--- config.mk ---
export PLATFORM = sky130hd
export DESIGN_NAME = three_channel_light_fader
export DESIGN_NICKNAME = d
export VERILOG_FILES = /design/src/rtl/tclf_pkg.sv /design/src/rtl/tclf_mul.sv /design/src/rtl/tclf_seq.sv /design/src/rtl/three_channel_light_fader.sv
export VERILOG_INCLUDE_DIRS = /design/src /design/src/rtl
export SDC_FILE = /design/constraint.sdc
export NUM_CORES = 2
export LEC_CHECK = 0
export BUFFER_PORTS_ARGS = -buffer_cell sky130_fd_sc_hd__buf_2
export CORE_ASPECT_RATIO = 1.1
export CORE_UTILIZATION = 55
export DETAILED_ROUTE_END_ITERATION = 8
export PLACE_DENSITY = 0.72
export SKIP_CTS_REPAIR_TIMING = 1
export SYNTH_ARGS = -nofsm -noshare
export SYNTH_HDL_FRONTEND = slang
export SYNTH_SLANG_ARGS = --single-unit
export TNS_END_PERCENT = 5
--- constraint.sdc ---
create_clock -name clk -period 16.05 [get_ports clk]
set_clock_uncertainty 0.05 [all_clocks]
set_input_delay 0.8025 -clock clk [delete_from_list [all_inputs] [get_ports clk]]
set_output_delay 0.8025 -clock clk [all_outputs]
set_load 0.01 [all_outputs]
--- src/rtl/three_channel_light_fader_assert.svh ---
// Assertion macros for the three-channel light fader.
// Expects signals named clk and rst_n in the including module.
`ifndef THREE_CHANNEL_LIGHT_FADER_ASSERT_SVH
`define THREE_CHANNEL_LIGHT_FADER_ASSERT_SVH

// A condition that must hold at every clock edge out of reset.
`define TCLF_ASSERT_NOW(label, cond, msg) \
  label: assert property (@(posedge clk) disable iff (!rst_n) (cond)) else $error(msg);

// A condition that must hold in the clock cycle after a trigger.
`define TCLF_ASSERT_NEXT(label, ante, cons, msg) \
  label: assert property (@(posedge clk) disable iff (!rst_n) (ante) |=> (cons)) else $error(msg);

`endif

--- src/rtl/tclf_pkg.sv ---
// Shared types and constants of the three-channel light fader.
// No dependencies; used by the sequencer and the top level.
package tclf_pkg;

  // Configuration register indexes.
  localparam logic [2:0] REG_FADE_RATE     = 3'd0;
  localparam logic [2:0] REG_MAX_INTENSITY = 3'd1;
  localparam logic [2:0] REG_COLOR_ONE     = 3'd2;
  localparam logic [2:0] REG_COLOR_TWO     = 3'd3;
  localparam logic [2:0] REG_COLOR_THREE   = 3'd4;
  localparam logic [2:0] REG_HOLD_FIXED    = 3'd5;

  // Channel and color slot indexes used by the sequencer.
  localparam logic [1:0] CH_FIRST   = 2'd0;
  localparam logic [1:0] CH_LAST    = 2'd2;
  localparam logic [1:0] SLOT_RED   = 2'd2;
  localparam logic [1:0] SLOT_GREEN = 2'd1;
  localparam logic [1:0] SLOT_BLUE  = 2'd0;

  // Phases of the per-item sequence around the shared multiplier.
  typedef enum logic [3:0] {
    ST_IDLE,
    ST_FRAC_MUL,
    ST_FRAC_SET,
    ST_MOVE_MUL,
    ST_MOVE_STEP,
    ST_MOVE_APPLY,
    ST_SUM,
    ST_INT_MUL,
    ST_INT_SET,
    ST_MIX_MUL,
    ST_MIX_ACC,
    ST_DONE
  } state_t;

  // Control word from the sequencer to the datapath.
  typedef struct packed {
    state_t     phase;
    logic [1:0] ch;
    logic [1:0] slot;
  } ctrl_t;

endpackage

--- src/rtl/tclf_mul.sv ---
// Shared registered multiplier of the three-channel light fader.
// Standalone; instantiated by the top level.
module tclf_mul #(
  parameter int AW = 16,
  parameter int BW = 16
) (
  input  logic             clk,
  input  logic [AW-1:0]    a,
  input  logic [BW-1:0]    b,
  output logic [AW+BW-1:0] prod
);

  logic [AW+BW-1:0] prod_r;

  // Product is registered so the consumer sees it in the cycle after the operands.
  always_ff @(posedge clk) begin
    prod_r <= (AW+BW)'(a) * (AW+BW)'(b);
  end

  assign prod = prod_r;

endmodule

--- src/rtl/tclf_seq.sv ---
// Sequencer of the three-channel light fader.
// Depends on tclf_pkg; steps the datapath through one item's work.
module tclf_seq
  import tclf_pkg::*;
(
  input  logic  clk,
  input  logic  rst_n,
  input  logic  start,
  input  logic  out_free,
  output ctrl_t ctrl
);

  state_t     state_r, state_nxt;
  logic [1:0] ch_r, ch_nxt;
  logic [1:0] slot_r, slot_nxt;

  // State and counter registers.
  always_ff @(posedge clk) begin
    if (!rst_n) begin
      state_r <= ST_IDLE;
      ch_r    <= CH_FIRST;
      slot_r  <= SLOT_RED;
    end else begin
      state_r <= state_nxt;
      ch_r    <= ch_nxt;
      slot_r  <= slot_nxt;
    end
  end

  // Next state: fraction, three level moves, level sum, intensity, nine mix products.
  always_comb begin
    state_nxt = state_r;
    ch_nxt    = ch_r;
    slot_nxt  = slot_r;
    case (state_r)
      ST_IDLE: begin
        if (start) begin
          state_nxt = ST_FRAC_MUL;
        end
        ch_nxt   = CH_FIRST;
        slot_nxt = SLOT_RED;
      end
      ST_FRAC_MUL:  state_nxt = ST_FRAC_SET;
      ST_FRAC_SET:  state_nxt = ST_MOVE_MUL;
      ST_MOVE_MUL:  state_nxt = ST_MOVE_STEP;
      ST_MOVE_STEP: state_nxt = ST_MOVE_APPLY;
      ST_MOVE_APPLY: begin
        if (ch_r == CH_LAST) begin
          ch_nxt    = CH_FIRST;
          state_nxt = ST_SUM;
        end else begin
          ch_nxt    = ch_r + 2'd1;
          state_nxt = ST_MOVE_MUL;
        end
      end
      ST_SUM:      state_nxt = ST_INT_MUL;
      ST_INT_MUL:  state_nxt = ST_INT_SET;
      ST_INT_SET:  state_nxt = ST_MIX_MUL;
      ST_MIX_MUL:  state_nxt = ST_MIX_ACC;
      ST_MIX_ACC: begin
        state_nxt = ST_MIX_MUL;
        if (ch_r == CH_LAST) begin
          ch_nxt = CH_FIRST;
          if (slot_r == SLOT_BLUE) begin
            state_nxt = ST_DONE;
          end else begin
            slot_nxt = slot_r - 2'd1;
          end
        end else begin
          ch_nxt = ch_r + 2'd1;
        end
      end
      ST_DONE: begin
        if (out_free) begin
          state_nxt = ST_IDLE;
        end
      end
      default: state_nxt = ST_IDLE;
    endcase
  end

  assign ctrl.phase = state_r;
  assign ctrl.ch    = ch_r;
  assign ctrl.slot  = slot_r;

endmodule

--- src/rtl/three_channel_light_fader.sv ---
// Three-channel light fader: input item of three targets and elapsed time,
// result item of intensity and red, green, blue.
// Input channel: in_valid / in_stall; an item is taken when in_valid is high
// and in_stall is low. Result channel: out_valid / out_stall, same rule.
// Configuration: cfg_valid / cfg_ready with cfg_index and cfg_data; cfg_ready
// is always high. Write registers only while the block is idle.
// Items: an item whose clamped targets all equal the current levels (or any
// item in hold mode) is consumed without leaving the idle phase and gives no
// result. Any other item occupies the block until its result is registered.
// The length of that sequence is set by the single shared multiplier, which performs the
// fraction, three level steps, the intensity and nine color products in turn.
// Back-pressure: a finished result waits in the output register while the
// next item is accepted; the block holds in its final phase only if an
// older result is still stalled there.
// Reset: levels return to zero, registers to their defaults, no result pending.
`include "three_channel_light_fader_assert.svh"

module three_channel_light_fader
  import tclf_pkg::*;
#(
  parameter int LEVEL_FRAC_BITS = 16,
  parameter int COLOR_BITS      = 8
) (
  input  logic                         clk,
  input  logic                         rst_n,
  // Input channel.
  input  logic                         in_valid,
  output logic                         in_stall,
  input  logic [LEVEL_FRAC_BITS:0]     in_target_one,
  input  logic [LEVEL_FRAC_BITS:0]     in_target_two,
  input  logic [LEVEL_FRAC_BITS:0]     in_target_three,
  input  logic [15:0]                  in_elapsed,
  // Result channel.
  output logic                         out_valid,
  input  logic                         out_stall,
  output logic [15:0]                  out_intensity,
  output logic [COLOR_BITS-1:0]        out_red,
  output logic [COLOR_BITS-1:0]        out_green,
  output logic [COLOR_BITS-1:0]        out_blue,
  // Configuration write channel.
  input  logic                         cfg_valid,
  output logic                         cfg_ready,
  input  logic [2:0]                   cfg_index,
  input  logic [((3*COLOR_BITS > 16) ? 3*COLOR_BITS : 16)-1:0] cfg_data
);

  localparam int LW  = LEVEL_FRAC_BITS + 1;
  localparam int CW  = 3 * COLOR_BITS;
  localparam int OW  = (LW > 16) ? LW : 16;
  localparam int PW  = 2 * OW;
  localparam int ACW = COLOR_BITS + LEVEL_FRAC_BITS + 2;
  localparam int SH  = 24 - LEVEL_FRAC_BITS;
  localparam logic [LW-1:0]         ONE   = {1'b1, {LEVEL_FRAC_BITS{1'b0}}};
  localparam logic [31:0]           ONE_W = 32'(ONE);
  localparam logic [COLOR_BITS+1:0] CMAX  = {2'b00, {COLOR_BITS{1'b1}}};

  // Configuration registers.
  logic [15:0]   fade_rate_r;
  logic [15:0]   max_intensity_r;
  logic [CW-1:0] color_r [3];
  logic          hold_fixed_r;

  // Per-item working registers.
  logic [LW-1:0] lvl_r [3];
  logic [LW-1:0] mag_r [3];
  logic          up_r [3];
  logic [15:0]   elapsed_r;
  logic [LW-1:0] frac_r;
  logic [LW-1:0] step_r;
  logic [LW-1:0] sum_r;
  logic [ACW-1:0] acc_r;
  logic [15:0]   int_r;
  logic [COLOR_BITS-1:0] mix_r [3];

  // Result register.
  logic                  out_valid_r;
  logic [15:0]           out_int_r;
  logic [COLOR_BITS-1:0] out_red_r, out_green_r, out_blue_r;

  ctrl_t          ctrl;
  logic           accept, start, out_free, load_out;
  logic [LW-1:0]  tgt [3];
  logic [LW-1:0]  mag_in [3];
  logic           up_in [3];
  logic           any_diff;
  logic [OW-1:0]  mul_a, mul_b;
  logic [PW-1:0]  prod;
  logic [31:0]    frac_full;
  logic [LW:0]    step_ceil;
  logic [LW+1:0]  lvl_sum;
  logic [ACW-1:0] acc_nxt;
  logic [COLOR_BITS+1:0] mix_hi;

  // Terms checked by the assertions.
  logic           lvl_ok;
  logic           step_ok;

  // Handshakes.
  assign cfg_ready = 1'b1;
  assign in_stall  = (ctrl.phase != ST_IDLE);
  assign accept    = in_valid && !in_stall;
  assign out_free  = !out_valid_r || !out_stall;
  assign load_out  = (ctrl.phase == ST_DONE) && out_free;

  // Clamp the targets to one and find each channel's distance and direction.
  assign tgt[0] = (in_target_one   > ONE) ? ONE : in_target_one;
  assign tgt[1] = (in_target_two   > ONE) ? ONE : in_target_two;
  assign tgt[2] = (in_target_three > ONE) ? ONE : in_target_three;

  always_comb begin
    any_diff = 1'b0;
    for (int i = 0; i < 3; i++) begin
      up_in[i]  = tgt[i] > lvl_r[i];
      mag_in[i] = up_in[i] ? (tgt[i] - lvl_r[i]) : (lvl_r[i] - tgt[i]);
      any_diff  = any_diff || (mag_in[i] != '0);
    end
  end

  assign start = accept && !hold_fixed_r && any_diff;

  tclf_seq u_seq (
    .clk      (clk),
    .rst_n    (rst_n),
    .start    (start),
    .out_free (out_free),
    .ctrl     (ctrl)
  );

  // Operand selection for the shared multiplier.
  always_comb begin
    mul_a = '0;
    mul_b = '0;
    case (ctrl.phase)
      ST_FRAC_MUL: begin
        mul_a = OW'(fade_rate_r);
        mul_b = OW'(elapsed_r);
      end
      ST_MOVE_MUL: begin
        mul_a = OW'(mag_r[ctrl.ch]);
        mul_b = OW'(frac_r);
      end
      ST_INT_MUL: begin
        mul_a = OW'(sum_r);
        mul_b = OW'(max_intensity_r);
      end
      ST_MIX_MUL: begin
        mul_a = OW'(lvl_r[ctrl.ch]);
        mul_b = OW'(color_r[ctrl.ch][ctrl.slot*COLOR_BITS +: COLOR_BITS]);
      end
      default: begin
        mul_a = '0;
        mul_b = '0;
      end
    endcase
  end

  tclf_mul #(
    .AW (OW),
    .BW (OW)
  ) u_mul (
    .clk  (clk),
    .a    (mul_a),
    .b    (mul_b),
    .prod (prod)
  );

  // Post-processing of the product for each phase.
  assign frac_full = prod[31:0] >> SH;
  assign step_ceil = {1'b0, prod[2*LEVEL_FRAC_BITS:LEVEL_FRAC_BITS]}
                   + (LW+1)'(|prod[LEVEL_FRAC_BITS-1:0]);
  assign lvl_sum   = (LW+2)'(lvl_r[0]) + (LW+2)'(lvl_r[1]) + (LW+2)'(lvl_r[2]);
  assign acc_nxt   = ((ctrl.ch == CH_FIRST) ? '0 : acc_r)
                   + ACW'(prod[COLOR_BITS+LEVEL_FRAC_BITS-1:0]);
  assign mix_hi    = acc_nxt[ACW-1:LEVEL_FRAC_BITS];

  // Configuration registers.
  always_ff @(posedge clk) begin
    if (!rst_n) begin
      fade_rate_r     <= 16'd256;
      max_intensity_r <= '0;
      color_r[0]      <= '1;
      color_r[1]      <= '0;
      color_r[2]      <= '0;
      hold_fixed_r    <= 1'b0;
    end else if (cfg_valid && cfg_ready) begin
      case (cfg_index)
        REG_FADE_RATE:     fade_rate_r     <= cfg_data[15:0];
        REG_MAX_INTENSITY: max_intensity_r <= cfg_data[15:0];
        REG_COLOR_ONE:     color_r[0]      <= cfg_data[CW-1:0];
        REG_COLOR_TWO:     color_r[1]      <= cfg_data[CW-1:0];
        REG_COLOR_THREE:   color_r[2]      <= cfg_data[CW-1:0];
        REG_HOLD_FIXED:    hold_fixed_r    <= cfg_data[0];
        default: ;
      endcase
    end
  end

  // Stored levels: cleared by reset, then moved by one step per channel in the apply phase.
  always_ff @(posedge clk) begin
    if (!rst_n) begin
      for (int i = 0; i < 3; i++) begin
        lvl_r[i] <= '0;
      end
    end else if (ctrl.phase == ST_MOVE_APPLY) begin
      lvl_r[ctrl.ch] <= up_r[ctrl.ch] ? (lvl_r[ctrl.ch] + step_r)
                                      : (lvl_r[ctrl.ch] - step_r);
    end
  end

  // Working registers of the sequence.
  always_ff @(posedge clk) begin
    if (start) begin
      for (int i = 0; i < 3; i++) begin
        mag_r[i] <= mag_in[i];
        up_r[i]  <= up_in[i];
      end
      elapsed_r <= in_elapsed;
    end
    case (ctrl.phase)
      ST_FRAC_SET: begin
        frac_r <= (frac_full > ONE_W) ? ONE : frac_full[LW-1:0];
      end
      ST_MOVE_STEP: begin
        step_r <= (step_ceil > {1'b0, mag_r[ctrl.ch]}) ? mag_r[ctrl.ch]
                                                       : step_ceil[LW-1:0];
      end
      ST_SUM: begin
        sum_r <= (lvl_sum > (LW+2)'(ONE)) ? ONE : lvl_sum[LW-1:0];
      end
      ST_INT_SET: begin
        int_r <= prod[LEVEL_FRAC_BITS +: 16];
      end
      ST_MIX_ACC: begin
        acc_r <= acc_nxt;
        if (ctrl.ch == CH_LAST) begin
          mix_r[ctrl.slot] <= (mix_hi > CMAX) ? CMAX[COLOR_BITS-1:0]
                                              : mix_hi[COLOR_BITS-1:0];
        end
      end
      default: ;
    endcase
  end

  // Output register: loaded when the sequence finishes and the slot is free.
  always_ff @(posedge clk) begin
    if (!rst_n) begin
      out_valid_r <= 1'b0;
    end else if (load_out) begin
      out_valid_r <= 1'b1;
    end else if (out_valid_r && !out_stall) begin
      out_valid_r <= 1'b0;
    end
  end

  always_ff @(posedge clk) begin
    if (load_out) begin
      out_int_r   <= int_r;
      out_red_r   <= mix_r[SLOT_RED];
      out_green_r <= mix_r[SLOT_GREEN];
      out_blue_r  <= mix_r[SLOT_BLUE];
    end
  end

  assign out_valid     = out_valid_r;
  assign out_intensity = out_int_r;
  assign out_red       = out_red_r;
  assign out_green     = out_green_r;
  assign out_blue      = out_blue_r;

  // Levels never pass full scale, and a step never overshoots its distance.
  assign lvl_ok  = (lvl_r[0] <= ONE) && (lvl_r[1] <= ONE) && (lvl_r[2] <= ONE);
  assign step_ok = (ctrl.phase != ST_MOVE_APPLY) || (step_r <= mag_r[ctrl.ch]);

  // Levels never pass full scale, since targets are clamped and steps are bounded.
  `TCLF_ASSERT_NOW(a_level_range, lvl_ok, "level above full scale")
  // A level step never overshoots the remaining distance.
  `TCLF_ASSERT_NOW(a_step_bound, step_ok, "step exceeds distance")
  // An item that causes no result leaves the block idle.
  `TCLF_ASSERT_NEXT(a_skip_idle, accept && !start, ctrl.phase == ST_IDLE, "skipped item started")
  // A finished sequence always presents its result next cycle.
  `TCLF_ASSERT_NEXT(a_done_out, load_out, out_valid && !in_stall, "result not presented")

endmodule

# Word level (Yosys, flattened, before mapping)
# Memories as Yosys holds them, arrays and structs flattened. A register that Yosys moved wholly into a read port is not among the register bits.
# Index checks and enable logic that the tools add are counted.
# Widths: inputs -> output; s select.
# totals
regBits	200
ramBits	201
input_bits	99
out_inout_bits	43
word_cells	161
memories	5
# classes
addsub	14
n_mul	1
order_cmp	10
eq_ne	21
shifts	1
mux	60
bitwise_logic	3
reduce_logical	31
# memory_table
memory	depth	width	read_ports	rd_clocked_by_memory_dff	write_ports	line	text
color_r	3	24	1	1	3	three_channel_light_fader.sv:60	logic [CW-1:0] color_r [3];
lvl_r	3	17	4	1	3	three_channel_light_fader.sv:64	logic [LW-1:0] lvl_r [3];
mag_r	3	17	1	1	3	three_channel_light_fader.sv:65	logic [LW-1:0] mag_r [3];
mix_r	3	8	3	3	1	three_channel_light_fader.sv:73	logic [COLOR_BITS-1:0] mix_r [3];
up_r	3	1	1	1	3	three_channel_light_fader.sv:66	logic up_r [3];
# ops
cell	count
$mux 17	9
$pmux 17 s4	2
$sub 17x17->17	7
$mux 24	3
$gt 17x17->1	3
$gt 17x17->1 const B	3
$reduce_bool 17->1	3
$pmux 4 s12	1
$mul 17x17->33	1
$add 26x24->26	1
$mux 2	13
$mux 26	1
$gt 24x17->1 const B	1
$mux 1	24
$shiftx 24x6->8	1
$add 18x17->19	1
$gt 19x17->1 const B	1
$add 17x1->18	1
$add 17x17->18	1
$gt 18x17->1	1
$add 17x17->17	1
$reduce_or 17->1	1
$eq 4x3->1 const B	4
$eq 4x4->1 const B	4
other kinds (27)	53

# Depth between registers and ports, before layout
# depth
ltp_word	10
mapped_depth	35
ltp_nobuf	31

# Cells and area by module
# Synthesis repeated with hierarchy kept, for this count alone.
# hier_totals
cells_unflattened	3644
hier_area_um2	35913.2
# modules_own_cells
mod	n_inst	cells_each	area_each_um2
three_channel_light_fader	1	2393	24838.8
tclf_mul	1	1187	10502.6
tclf_seq	1	64	571.8

# Least setup slack after synthesis
# No wires, ideal clock.
# synth_path
kind	register to register
startpoint	reg (tool-made name)
endpoint	reg u_mul.prod_r[30], in the netlist u_mul.prod[30]
setup_time_ns	0.095
arrival_ns	8.098
slack_ns	7.806
stages_incl_launch_ff	33
n_path_buf	4
path_cell_list	dfxtp_1 clkbuf_1 buf_1 buf_1 mux2i_1 nor2_1 a21oi_1 o21ai_0 a22oi_1 nor2_1 a21oi_1 nor2_1 fa_1 inv_1 fa_1 fa_1 inv_1 fa_1 fa_1 fa_1 ha_1 clkbuf_1 a21o_1 a21o_1 a21oi_1 a21o_1 a31o_2 a31oi_1 a211oi_1 nor3_1 and2_1 o21ai_0 a221oi_1
# synth_rtl
item	line	text
end signal: assignment	tclf_mul.sv:17	prod_r <= (AW+BW)'(a) * (AW+BW)'(b);
end: declaration	tclf_mul.sv:13	logic [AW+BW-1:0] prod_r;

==> metrics.md <==
| Metric | Value |
|---|---|
| Status | `complete, but fails checks` |
| Violated checks | `design-rule violations` |
| Worst Setup End Kind | `flip-flop` |
| WHS Endpoint | `elapsed_r[15]$_DFFE_PP_` |
| Area leader, netlist | `edfxtp_1` |
| Worst-Skew Late Latency | `630 ps` |
| CTS max path bufs | `3` |
| Die height | `271.5 µm` |
| Cell mode on critical path | `fa_1` |
| Worst Hold Path Cells | `1` |
| Post-synth top flop | `edfxtp_1` |
| Commonest cells post-synth | `inv_1, nand2_1, edfxtp_1, nor2_1, ha_1` |
| Post-synthesis sequential area ratio | `0.3459` |
| Post-route ant nets | `0` |
| R2r endpoint | `u_mul.prod[31]$_DFF_P_` |
| DRT iter0 DRCs | `2,368` |
| MaxCap Viol Count | `0` |
| Nets | `4,480` |
| Hold WS | `306.0 ps` |
| DRT Pass-1 Iters | `8` |
| DRC violations left | `68` |
| Static Leak | `17.56 nW` |
| Drt total wl | `101,900 µm` |
| Max VDD drop | `0.08666 mV` |
| Arrival time at the worst endpoint | `9800 ps` |
| Hpwl dp | `78,590 µm` |
| Area fraction of the dominant cell type after synthesis | `0.3035` |
| Pwr per Cell Area | `92.69 nW/µm²` |
| PnR worst setup slack | `6705 ps` |
| Internal power | `2.378 mW` |
| Worst-Margin Slew | `1226 ps` |
| Synthesis Warnings | `0` |
| Area contributors post-synth | `edfxtp_1, fa_1, ha_1` |
| TritonCTS clock tree | `built` |
| Net switching power | `1.277 mW` |
| Post-Synthesis Cells | `3,772` |
| Max Fclk | `0.1070 GHz` |
| Die area | `67,060 µm²` |
| Ys async rst share | `0` |
| Initial Util | `0.5577` |
| Worst Hold Class | `in -> reg` |
| Combinational Power Share | `0.287` |
| Synth Cell Area | `36,310 µm²` |
| Final GP Congestion | `0.9727` |
| Count leader, synth | `inv_1` |
| Root buffer cell | `clkbuf_16` |
| Site row count | `98` |
| Initial antenna violation count | `0` |
| Synth Register Bits | `444` |
| Worst reg2reg setup slack | `6700 ps` |
| H-tree Lvls | `2` |
| Unique masters post-synth | `83` |
| Total vias in the final route | `27.96k` |
| TritonCTS buffer count | `47` |
| Critical Path Start Type | `flip-flop` |
| Area delta synth->final | `8.586%` |
| Post-DR wirelength/cell | `21.48 µm` |
| Syn avg cell area | `9.627 µm²` |
| Sum Neg Setup Slack | `0 ps` |
| Total gr overflow | `0` |
| EDFF count, synth | `367` |
| Die X | `247.0 µm` |
| Drt via density | `5.898` |
| Setup WS pre-CTS | `6783 ps` |
| Clock Power Share | `0.310` |
| Port-buffer cells | `140` |
| Max-slew violations | `0` |
| Fin crit share | `0.5823` |
| Sw frac | `0.3493` |
| Worst Path Class, Setup | `reg -> reg` |
| Largest net degree at the start of global routing | `69` |
| Layout cells sized above 1 | `0.09077` |
| Core area | `65,110 µm²` |
| Slowest cell on the critical path | `a21oi_1` |
| Hold Violations, Final | `0` |
| Clock Sinks | `444` |
| First-pass GRT wire length | `157,600 µm` |
| Vias in the first global route | `27.56k` |
| Reg2Reg Depth | `30` |
| GRT Overall Usage | `0.3080` |
| Worst Path Required | `16,500 ps` |
| CP peak stage delay | `670 ps` |
| Total power | `3.655 mW` |
| Crit-path max FO | `33` |
| Syn_nets | `4,402` |
| Fin crit period | `9345 ps` |
| Final setup vio count | `0` |
| Unrepaired setup endpoints after global routing | `no` |
| Clk slew on worst S/H paths | `70 ps` |
| Worst rel slew slack | `0.1824` |
| Worst Hold Launch | `in_elapsed[15]` |
| Sequential power share | `0.403` |
| I/O pins | `142` |
[worst max-delay path: cells and delay by family (launching register included)]
kind                       cells  cell delay (ps)
DFF                            1              590
adders and majority gates      7             3400
AOI/OAI and AO/OA             12             3290
xor gates and xnor gates       1              140
muxes                          1              430
buffers and inverters          5              810
and+or+nand+nor                4              440
[metal layers]
metal / GRT usage / part of all wire / wire length, µm
met1: 0.4032 / 0.40 / 40700
met5: 0 / 0 / 0
met3: 0.05091 / 0.085 / 8678
met2: 0.5019 / 0.47 / 47550
met4: 0.1366 / 0.048 / 4933
[state kept, by name, summed over array words and instances (netlist names), 17 cells and up, named ones only]
register and flops:
acc_r 26, u_mul.prod 33, color_r 72, lvl_r 68
mix_r 24, frac_r 17, mag_r 51, step_r 17
sum_r 17
[area by class of cell]
type / instances / area, µm²
clock buffer: 67 / 1366
clock inverter: 21 / 232.7
timing repair buffer: 181 / 1008
antenna: 2 / 5.005
sequential: 444 / 12570
inverter: 512 / 1922
fill: 5442 / 25680
multi-input combinational: 2664 / 21260
tap: 850 / 1064
[cells by family (layout without fill, tap and decap cells)]
| logic type | Yosys count | in the layout | synth area share |
|---|---|---|---|
| flops | 444 | 444 | 0.3459 |
| mux | 122 | 122 | 0.04372 |
| buf+inv | 664 | 781 | 0.06998 |
| xor+xnor | 145 | 145 | 0.03497 |
| other cells | 1 | 3 | 0.0001033 |
| fa+ha+maj | 531 | 531 | 0.2344 |
| compound gates | 650 | 650 | 0.1140 |
| simple gates | 1215 | 1215 | 0.1568 |
[layout by cell type (no fill, tap or decap), types with 17 or more instances in the layout]
master / count
a31oi_1: 22
nor3_1: 44
nand2_1: 394
a21oi_1: 213
o21a_1: 22
or3_1: 46
buf_4: 41
mux4_2: 27
edfxtp_1: 367
xor2_1: 39
mux2_2: 23
ha_1: 282
nor2_1: 353
o21bai_1: 26
inv_1: 511
a21o_1: 72
or2_2: 18
xnor2_1: 106
dfxtp_1: 73
nor4_1: 29
nand4_1: 30
nor2b_1: 42
and3_1: 24
fa_1: 249
buf_2: 140
o21ai_0: 114
mux2i_1: 72
nand3_1: 59
o22ai_1: 17
and2_1: 90
nand2b_1: 37
a22oi_1: 31
clkbuf_16: 51
[how the worst max path moves through the flow]
| stage | end | slack, ps | cells after the start |
|---|---|---|---|
| after floorplan | u_mul.prod[30]$_DFF_P_ | 7810 | 32 |
| after global placement | u_mul.prod[31]$_DFF_P_ | 6940 | 30 |
| after detailed placement | u_mul.prod[31]$_DFF_P_ | 6780 | 30 |
| after CTS | u_mul.prod[30]$_DFF_P_ | 6730 | 29 |
| after global routing | u_mul.prod[30]$_DFF_P_ | 6060 | 29 |
| final | u_mul.prod[31]$_DFF_P_ | 6700 | 30 |
[power by group through the flow]
stage                     Clock (mW)  Combinational, mW  Sequential [mW]
after global placement             0               1.01             1.49
after floorplan                    0              0.724             1.43
after global routing            1.18               1.15             1.47
final                           1.13               1.05             1.47
after detailed placement           0               1.03             1.49
after CTS                       1.14               1.03             1.47
[stage by stage]
| step | area, µm² | instances | utilization |
|---|---|---|---|
| 2_1_floorplan | 36310 | 3772 | - |
| 4_1_cts | 39430 | 4739 | 0.6055 |
| 3_3_place_gp | 37830 | 4651 | 0.5810 |
| 5_1_grt | 39430 | 4739 | 0.6055 |
| 3_5_place_dp | 37830 | 4651 | 0.5810 |
| 6_report | 39430 | 4741 | 0.6056 |
(Power assumes the default switching activity.)
